### src/design/fbfl_pkg.sv
// Package: widths, operation and status codes of the fixed-block free list.
`timescale 1ns / 1ps

package fbfl_pkg;

    localparam int NUM_BLOCKS_DEF = 256;

    localparam int IDX_W    = 8;
    localparam int STATUS_W = 2;

    localparam logic FUNC_ALLOC   = 1'b0;
    localparam logic FUNC_RELEASE = 1'b1;

    localparam logic [STATUS_W-1:0] STAT_ALLOC    = 2'd0;
    localparam logic [STATUS_W-1:0] STAT_EMPTY    = 2'd1;
    localparam logic [STATUS_W-1:0] STAT_RELEASED = 2'd2;
    localparam logic [STATUS_W-1:0] STAT_NULL     = 2'd3;

endpackage

### src/design/fbfl_ram.sv
// Generic single-clock RAM: one write port, one read port with registered read data.
`timescale 1ns / 1ps

module fbfl_ram #(
    parameter int WIDTH = 9,
    parameter int DEPTH = 256
) (
    input  logic                     i_clk,
    input  logic                     i_we,
    input  logic [$clog2(DEPTH)-1:0] i_waddr,
    input  logic [WIDTH-1:0]         i_wdata,
    input  logic                     i_re,
    input  logic [$clog2(DEPTH)-1:0] i_raddr,
    output logic [WIDTH-1:0]         o_rdata
);

    logic [WIDTH-1:0] r_mem [DEPTH];
    logic [WIDTH-1:0] r_rdata;

    always_ff @(posedge i_clk) begin
        if (i_we) begin
            r_mem[i_waddr] <= i_wdata;
        end
        if (i_re) begin
            r_rdata <= r_mem[i_raddr];
        end
    end

    assign o_rdata = r_rdata;

endmodule

### src/design/fixed_block_free_list_unit.sv
// Fixed-block free list: LIFO pool allocator of NUM_BLOCKS equal-size blocks.
// After reset an init pass writes the link memory (entry i links to i + 1), one entry per
// cycle; no beat is accepted until it ends. Then an allocate passes through ST_POP, where
// the link of the head block, read from the registered link memory, becomes the new head
// while the input stalls. A release, a null release and an allocate on an empty pool
// stay in ST_RUN. Every beat gives one result beat, held in an output register, so a
// new beat is taken while the previous result waits as long as that register frees up.
`timescale 1ns / 1ps

module fixed_block_free_list_unit #(
    parameter int NUM_BLOCKS = fbfl_pkg::NUM_BLOCKS_DEF
) (
    input  logic                          i_clk,
    input  logic                          i_rst_n,
    input  logic                          i_in_valid,
    output logic                          o_in_stall,
    input  logic                          i_func,
    input  logic [fbfl_pkg::IDX_W-1:0]    i_block_index,
    input  logic                          i_null_ref,
    output logic                          o_out_valid,
    input  logic                          i_out_stall,
    output logic [fbfl_pkg::IDX_W-1:0]    o_granted_index,
    output logic [fbfl_pkg::STATUS_W-1:0] o_status
);

    localparam int AW    = $clog2(NUM_BLOCKS);
    localparam int HW    = $clog2(NUM_BLOCKS + 1);
    localparam int EXT_W = (HW > fbfl_pkg::IDX_W) ? HW : fbfl_pkg::IDX_W;
    localparam int XW    = (AW > fbfl_pkg::IDX_W) ? AW : fbfl_pkg::IDX_W;

    typedef enum logic [1:0] {
        ST_INIT,
        ST_RUN,
        ST_POP
    } t_state;

    t_state                        r_state;
    logic [AW-1:0]                 r_init_cnt;
    logic [HW-1:0]                 r_head;
    logic                          r_out_valid;
    logic [fbfl_pkg::IDX_W-1:0]    r_granted;
    logic [fbfl_pkg::STATUS_W-1:0] r_status;

    logic          accept;
    logic          empty;
    logic          rel_ok;
    logic [EXT_W-1:0] head_ext;
    logic [XW-1:0] idx_ext;
    logic          ram_we;
    logic [AW-1:0] ram_waddr;
    logic [HW-1:0] ram_wdata;
    logic          ram_re;
    logic [HW-1:0] ram_rdata;

    assign accept   = i_in_valid && !o_in_stall;
    assign empty    = (r_head == HW'(NUM_BLOCKS));
    assign rel_ok   = !i_null_ref && (32'(i_block_index) < 32'(NUM_BLOCKS));
    assign head_ext = EXT_W'(r_head);
    assign idx_ext  = XW'(i_block_index);

    always_comb begin
        ram_we    = 1'b0;
        ram_waddr = r_init_cnt;
        ram_wdata = HW'(r_init_cnt) + HW'(1);
        if (r_state == ST_INIT) begin
            ram_we = 1'b1;
        end else if (accept && i_func == fbfl_pkg::FUNC_RELEASE && rel_ok) begin
            ram_we    = 1'b1;
            ram_waddr = idx_ext[AW-1:0];
            ram_wdata = r_head;
        end
    end

    assign ram_re = accept && i_func == fbfl_pkg::FUNC_ALLOC && !empty;

    fbfl_ram #(
        .WIDTH (HW),
        .DEPTH (NUM_BLOCKS)
    ) u_link_ram (
        .i_clk   (i_clk),
        .i_we    (ram_we),
        .i_waddr (ram_waddr),
        .i_wdata (ram_wdata),
        .i_re    (ram_re),
        .i_raddr (r_head[AW-1:0]),
        .o_rdata (ram_rdata)
    );

    always_ff @(posedge i_clk) begin
        if (!i_rst_n) begin
            r_state     <= ST_INIT;
            r_init_cnt  <= '0;
            r_head      <= '0;
            r_out_valid <= 1'b0;
        end else begin
            unique case (r_state)
                ST_INIT: begin
                    r_init_cnt <= r_init_cnt + AW'(1);
                    if (r_init_cnt == AW'(NUM_BLOCKS - 1)) begin
                        r_state <= ST_RUN;
                    end
                end
                ST_RUN: begin
                    if (accept) begin
                        if (i_func == fbfl_pkg::FUNC_ALLOC) begin
                            if (!empty) begin
                                r_state <= ST_POP;
                            end
                        end else if (rel_ok) begin
                            r_head <= HW'(i_block_index);
                        end
                    end
                end
                ST_POP: begin
                    r_head  <= ram_rdata;
                    r_state <= ST_RUN;
                end
                default: r_state <= ST_INIT;
            endcase

            if (accept) begin
                r_out_valid <= 1'b1;
            end else if (!i_out_stall) begin
                r_out_valid <= 1'b0;
            end
        end

        if (accept) begin
            r_granted <= '0;
            if (i_func == fbfl_pkg::FUNC_ALLOC) begin
                if (empty) begin
                    r_status <= fbfl_pkg::STAT_EMPTY;
                end else begin
                    r_status  <= fbfl_pkg::STAT_ALLOC;
                    r_granted <= head_ext[fbfl_pkg::IDX_W-1:0];
                end
            end else begin
                r_status <= rel_ok ? fbfl_pkg::STAT_RELEASED : fbfl_pkg::STAT_NULL;
            end
        end
    end

    assign o_in_stall      = (r_state != ST_RUN) || (r_out_valid && i_out_stall);
    assign o_out_valid     = r_out_valid;
    assign o_granted_index = r_granted;
    assign o_status        = r_status;

endmodule

### config.mk
export PLATFORM = sky130hd
export DESIGN_NAME = fixed_block_free_list_unit
export DESIGN_NICKNAME = d
export VERILOG_FILES = /design/src/design/fbfl_pkg.sv /design/src/design/fbfl_ram.sv /design/src/design/fixed_block_free_list_unit.sv
export SDC_FILE = /design/constraint.sdc
export NUM_CORES = 2
export LEC_CHECK = 0
export BUFFER_PORTS_ARGS = -buffer_cell sky130_fd_sc_hd__buf_2
export CAP_MARGIN = 20
export CORE_UTILIZATION = 57
export DETAILED_ROUTE_END_ITERATION = 6
export PLACE_DENSITY = 0.75
export SLEW_MARGIN = 0
export SYNTH_ARGS = -nofsm -noshare
export SYNTH_HDL_FRONTEND = slang
export SYNTH_HIERARCHICAL = 1
export SYNTH_SLANG_ARGS = --single-unit
### constraint.sdc
create_clock -name i_clk -period 14.86 [get_ports i_clk]
set_input_delay 2.229 -clock i_clk [delete_from_list [all_inputs] [get_ports i_clk]]
set_output_delay 2.229 -clock i_clk [all_outputs]
set_load 0.05 [all_outputs]
# ---- Word level (Yosys, flattened, before mapping)
# Memory sizes are Yosys's and may differ from the RTL's. A register that Yosys moved wholly into a read port is not among the register bits.
# Index checks and enable logic that the tools add are counted.
dict set report word_totals {
  register_bits 30
  ramBits 2304
  inputBits 14
  output_inout_bits 12
  elab_cells 59
  mem_count 1
}
dict set report op_classes {
  n_addsub 2
  n_eq_ne 12
  muxes 22
  n_bitwise 1
  reduce_logical 15
}
# memory words word_bits read_ports rd_clocked_by_memory_dff write_ports line_no
set memory_table {}
lappend memory_table {u_link_ram.r_mem 256 9 1 1 1 fbfl_ram.sv:17} ;# logic [WIDTH-1:0] r_mem [DEPTH];
# op count
set op_table {}
lappend op_table {{9-bit 2-to-1 mux} 5}
lappend op_table {{9-bit case mux with 2 select lines} 1}
lappend op_table {{8-bit 2-to-1 mux} 2}
lappend op_table {{2-bit 2-to-1 mux} 5}
lappend op_table {{2-bit inequality test (second input constant)} 5}
lappend op_table {{8-bit by 1-bit adder with 9-bit output (second input constant)} 1}
lappend op_table {{9-bit equality test (second input constant)} 1}
lappend op_table {{8-bit by 1-bit adder with 8-bit output (second input constant)} 1}
lappend op_table {{8-bit equality test (second input constant)} 1}
lappend op_table {{1-bit 2-to-1 mux} 8}
lappend op_table {{4-bit AND reduction} 2}
lappend op_table {{1-bit logical AND} 6}
lappend op_table {{2-bit by 1-bit inequality test with 1-bit output (second input constant)} 3}
lappend op_table {{2-bit case mux with 3 select lines} 1}
lappend op_table {{1-bit logical NOT} 3}
lappend op_table {{2-bit by 1-bit equality test with 1-bit output (second input constant)} 1}
lappend op_table {{2-bit equality test (second input constant)} 1}
lappend op_table {{2-bit logical NOT} 1}
lappend op_table {{2-bit nonzero test} 1}
lappend op_table {{2-bit OR reduction} 1}
lappend op_table {{1-bit logical OR} 1}
lappend op_table {{1-bit inverter} 1}

# ---- Logic depth before layout (Yosys ltp)
dict set report logic_depth {
  depth_word 10
  mapped_depth 12
  depth_no_buf 8
}

# ---- By module
# Netlist, hierarchy kept.
# module n_inst cells_per_inst area_each_um2 seq_area_each_um2
set by_module_without_submodules {}
lappend by_module_without_submodules {fbfl_ram 1 4237 89368.2 69456.6}
lappend by_module_without_submodules {fixed_block_free_list_unit 1 183 1562.7 700.7}

# ---- Worst setup path before layout
# OpenSTA, ideal clock, no wires.
dict set report synth_timing {
  kind {input to register}
  from {input i_null_ref}
  to {memory u_link_ram.r_mem[0][4], data pin}
  arrival_time_ns 12.686
  required_time_ns 12.673
  path_slack_ns -0.013
  cell_stages 4
  n_path_buf 1
  path_cell_list {and2b_1 -> and4_4 -> buf_4 -> o21ai_0}
}
dict set report synth_via {
  elab_chain_cells 4
}
# item line_no
set synth_lines {}
lappend synth_lines {{start: declaration} fixed_block_free_list_unit.sv:19} ;# input logic i_null_ref,
lappend synth_lines {{1-bit logical NOT} fixed_block_free_list_unit.sv:57} ;# assign rel_ok = !i_null_ref && (32'(i_block_index) < 32'(NUM_BLOCKS));
lappend synth_lines {{1-bit logical AND} fixed_block_free_list_unit.sv:67} ;# end else if (accept && i_func == fbfl_pkg::FUNC_RELEASE && rel_ok) begin
lappend synth_lines {{9-bit 2-to-1 mux} fixed_block_free_list_unit.sv:67}
lappend synth_lines {{9-bit 2-to-1 mux} fixed_block_free_list_unit.sv:65} ;# if (r_state == ST_INIT) begin
lappend synth_lines {{named net ram_wdata[4]} fixed_block_free_list_unit.sv:51} ;# logic [HW-1:0] ram_wdata;
lappend synth_lines {{end: declaration} fbfl_ram.sv:17}
# The timed path passes the listed nets, and every way through them passes these cells.

# ---- Worst setup path after layout
dict set report layout_timing {
  from {input i_func}
  to {memory u_link_ram.r_mem[17][2] (enable)}
}
dict set report layout_via {
  word_cells_on_any_way 8
}
# item line_no
set layout_rtl {}
lappend layout_rtl {{start: declaration} fixed_block_free_list_unit.sv:17} ;# input logic i_func,
lappend layout_rtl {{1-bit logical AND (2 in series)} fixed_block_free_list_unit.sv:67}
lappend layout_rtl {{8-bit 2-to-1 mux} fixed_block_free_list_unit.sv:67}
lappend layout_rtl {{8-bit 2-to-1 mux} fixed_block_free_list_unit.sv:65}
lappend layout_rtl {{named net ram_waddr[0]} fixed_block_free_list_unit.sv:50} ;# logic [AW-1:0] ram_waddr;
# The timed path passes the listed nets, and every way through them passes these cells.

==> results.toml <==
[floorplanning]
die_area_mm2 = 0.161
die_y_um = 401
die_width_um = 401
coreArea_mm2 = 0.158
rows = 146
start_util_pct = 57.4
ios = 26

[logic_synthesis]
synth_edf_count = 2323
async_reset_ff_share_pct = 0
synth_nets = 4435
yosys-top-cells-area = "edfxtp_1 (77%), mux4_2 (12%), mux2i_1 (1.9%)"
post_synth.cell_area_avg_um2 = 20.6
synth_flop_cell = "edfxtp_1"
yosys.area.top_type = "edfxtp_1"
yosys.cell_types.count = 71
syn-cell-area_mm2 = 0.0909
yosysWarnings = 6
synth_seq_cells = 2343
synth_top_cell_area_share_pct = 76.7
ys_seq_area_share_pct = 77.2
syn_inst = 4420

[clock_tree]
htreeDepth = 4
clock_sinks = 2343
numCtsBuffers = 213
path_clk_slew_ns = 0.06
clockBufferDepth = 3
root_buffer = "clkbuf_16"
clk_latency_ns = 0.86
cts_setup_buffers = 0
ctsHoldBuffers = 0
cts_resized = 0
cts_tree = "done"

[worst_hold_path]
min_path_cells = 2
min-delay-start = "head_ext[8]$_SDFFE_PN0P_"
hp-class = "reg -> reg"
min_to = "head_ext[8]$_SDFFE_PN0P_"

[timing]
holdWs_ns = 0.515
slew_violations = 0
fmax_mhz = 168
tightest_slew_ns = 1.18
setup_viol = 0
rsz0062_at_grt = "no"
period_needed_ns = 5.94
period_share_pct = 40.0
hold_viol = 0
slew_headroom_pct = 20.4
fin_skew_ns = 0.0560
fin_tns_setup_ns = 0

[final_layout]
layout.nets = 4499
finalNonFillerCells = 6744
syn_to_final_growth_pct = 9.86
multiInputGateArea_mm2 = 0.0193
seq_area_mm2 = 0.0702
final_layout_size_suffix_gt1_share_pct = 20.8
nFillCells = 10200

[place]
placed_cells = 6340
port_buffers = 25
gp_congestion = 0.934
hpwlAfterDp_um = 131000

[worst_setup_path]
worst-setup-path-type = "in -> reg"
r2r_end = "u_link_ram/o_rdata[0]$_DFFE_PP_"
critPathArrivalTime_ns = 6.41
reg2reg_from = "head_ext[0]$_SDFFE_PN0P_"
reg2reg_depth = 8
path_max_fanout = 21
cp-start-kind = "input pin"
end_kind = "flop"
cp.required_ns = 15.33
reg2reg_slack_ns = 9.68

[grt]
grt_max_degree = 134
grt_pass1_wl_um = 316000
antenna_found_initial = 3
grt_pass1_vias = 44800
overflow = 0
track_usage_pct = 27.3

[detailed_routing]
antenna_left = 0
post_drt_wl_per_cell_um = 32.4
drt_iter0_markers = 7516
first_pass_iters = 6
drc = 0
totalWireLength_um = 218000
vias_per_cell = 6.82
vias = 46000

[flow_run]
max_cap_viol_count = 0

[outcome]
status = "completed"

[power]
irDropWorstVdd_v = 0.000114
p_per_area_mw_per_mm2 = 129
p_leak_uw = 0.0301
finalPower_uw = 12800
==> synth_stat cells (14+ instances only) <==
cell and number:
clkbuf_1 122, nor3_1 23, o21ai_0 44, mux2i_1 177, buf_4 30, edfxtp_1 2323
nor2b_1 35, nor4_1 29, buf_6 28, a31oi_1 18, buf_2 59, o221ai_1 35
nand2_1 91, a211oi_1 26, nand3_1 36, o22ai_1 65, a21oi_1 102, mux2_2 21
nor2_1 316, a22oi_1 174, mux4_2 467, dfxtp_1 20, buf_1 14
==> routing by layer <==
layer  vias up  GRT usage [%]  share of wire (%)
met2      3203           40.1                 46
met1     23900           39.8                 38
met3       389           7.53                 13
met5         -              0             0.0050
met4         2           9.48                3.5
li1      18500              -                  -
==> sequential cells by signal, summed over array words and instances (netlist names) <==
register and count:
u_link_ram/r_mem 2304, head_ext 9, u_link_ram/o_rdata 9, o_granted_index 8, r_init_cnt 8, o_status 2
r_state 2, o_out_valid 1
==> worst max path at each step <==
stage                     from                                end  cells after the start  slack, ns
finish                  i_func  u_link_ram/r_mem[17][2]$_DFFE_PP_                      9       8.92
global route            i_func  u_link_ram/r_mem[17][5]$_DFFE_PP_                      9       8.82
floorplan           i_null_ref   u_link_ram/r_mem[0][4]$_DFFE_PP_                      4      -0.01
CTS                     i_func  u_link_ram/r_mem[17][5]$_DFFE_PP_                      9       9.15
detailed placement      i_func  u_link_ram/r_mem[17][1]$_DFFE_PP_                      9       8.25
global placement        i_func   u_link_ram/r_mem[2][6]$_DFFE_PP_                      9       8.46
==> critical path, cell delays in order <==
cell and delay (ns):
buf_2 0.21, and2b_1 0.21, and4_4 0.50, nand2_1 0.16
nand2_1 0.40, nor2b_1 0.57, nand3_1 0.81, buf_4 0.51
nor2_1 0.77
==> cells by family (layout without fill, tap and decap cells) <==
logic type,after synthesis,count (layout),share of synthesized area [%]
other,0,1,0
flip-flops,2343,2343,77.2
AO/OA/AOI/OAI,518,518,3.87
buffers and inverters,276,527,1.82
multiplexers,674,674,14.0
XOR/XNOR,13,13,0.125
AND/OR/NAND/NOR,595,595,2.98
adder cells (fa/ha/maj),1,1,0.0138
==> power breakdown <==
part           internal [µW]  total [µW]  leakage (µW)  switching [µW]
Clock                   3020        5430       0.00342            2410
Combinational           19.4         164       0.00502             144
Sequential              7250        7250        0.0217            3.68
==> cell type report <==
| cell class | instances | share of cell area, % |
|---|---|---|
| multi-input cells | 1801 | 19.3 |
| clock buffers | 257 | 5.57 |
| flip-flops and latches | 2343 | 70.2 |
| clock inverters | 145 | 1.39 |
| inverters | 5 | 0.0188 |
| diodes | 1 | 0.00251 |
| well taps | 2072 | 2.60 |
| repair buffers | 120 | 0.902 |
==> metrics by stage <==
step                      cell area, µm²  setup slack, ns  util, %
after floorplan                    90900          -0.0126        -
after global placement             92900             8.46     58.7
after detailed placement           92900             8.25     58.7
after CTS                          99900             9.15     63.1
after global routing               99900             8.82     63.1
final                              99900             8.92     63.1
==> cells in the final DEF (no fill, tap or decap), drive strengths merged, types with 7 or more instances in the layout <==
| master | n |
|---|---|
| edfxtp | 2323 |
| mux4 | 476 |
| nor2 | 317 |
| clkbuf | 258 |
| mux2i | 177 |
| a22oi | 174 |
| buf | 119 |
| a21oi | 102 |
| clkinv | 100 |
| nand2 | 91 |
| o22ai | 65 |
| o21ai | 50 |
| nand3 | 37 |
| o221ai | 36 |
| nor2b | 36 |
| nor4 | 29 |
| a211oi | 27 |
| nor3 | 23 |
| inv | 22 |
| mux2 | 21 |
| dfxtp | 20 |
| bufinv | 19 |
| a31oi | 18 |
| nand4 | 13 |
| a221oi | 11 |
| nand2b | 10 |
| xnor2 | 9 |
| clkinvlp | 9 |
| a22o | 8 |
| o31a | 8 |
| and2 | 7 |
(Power assumes the default switching activity.)
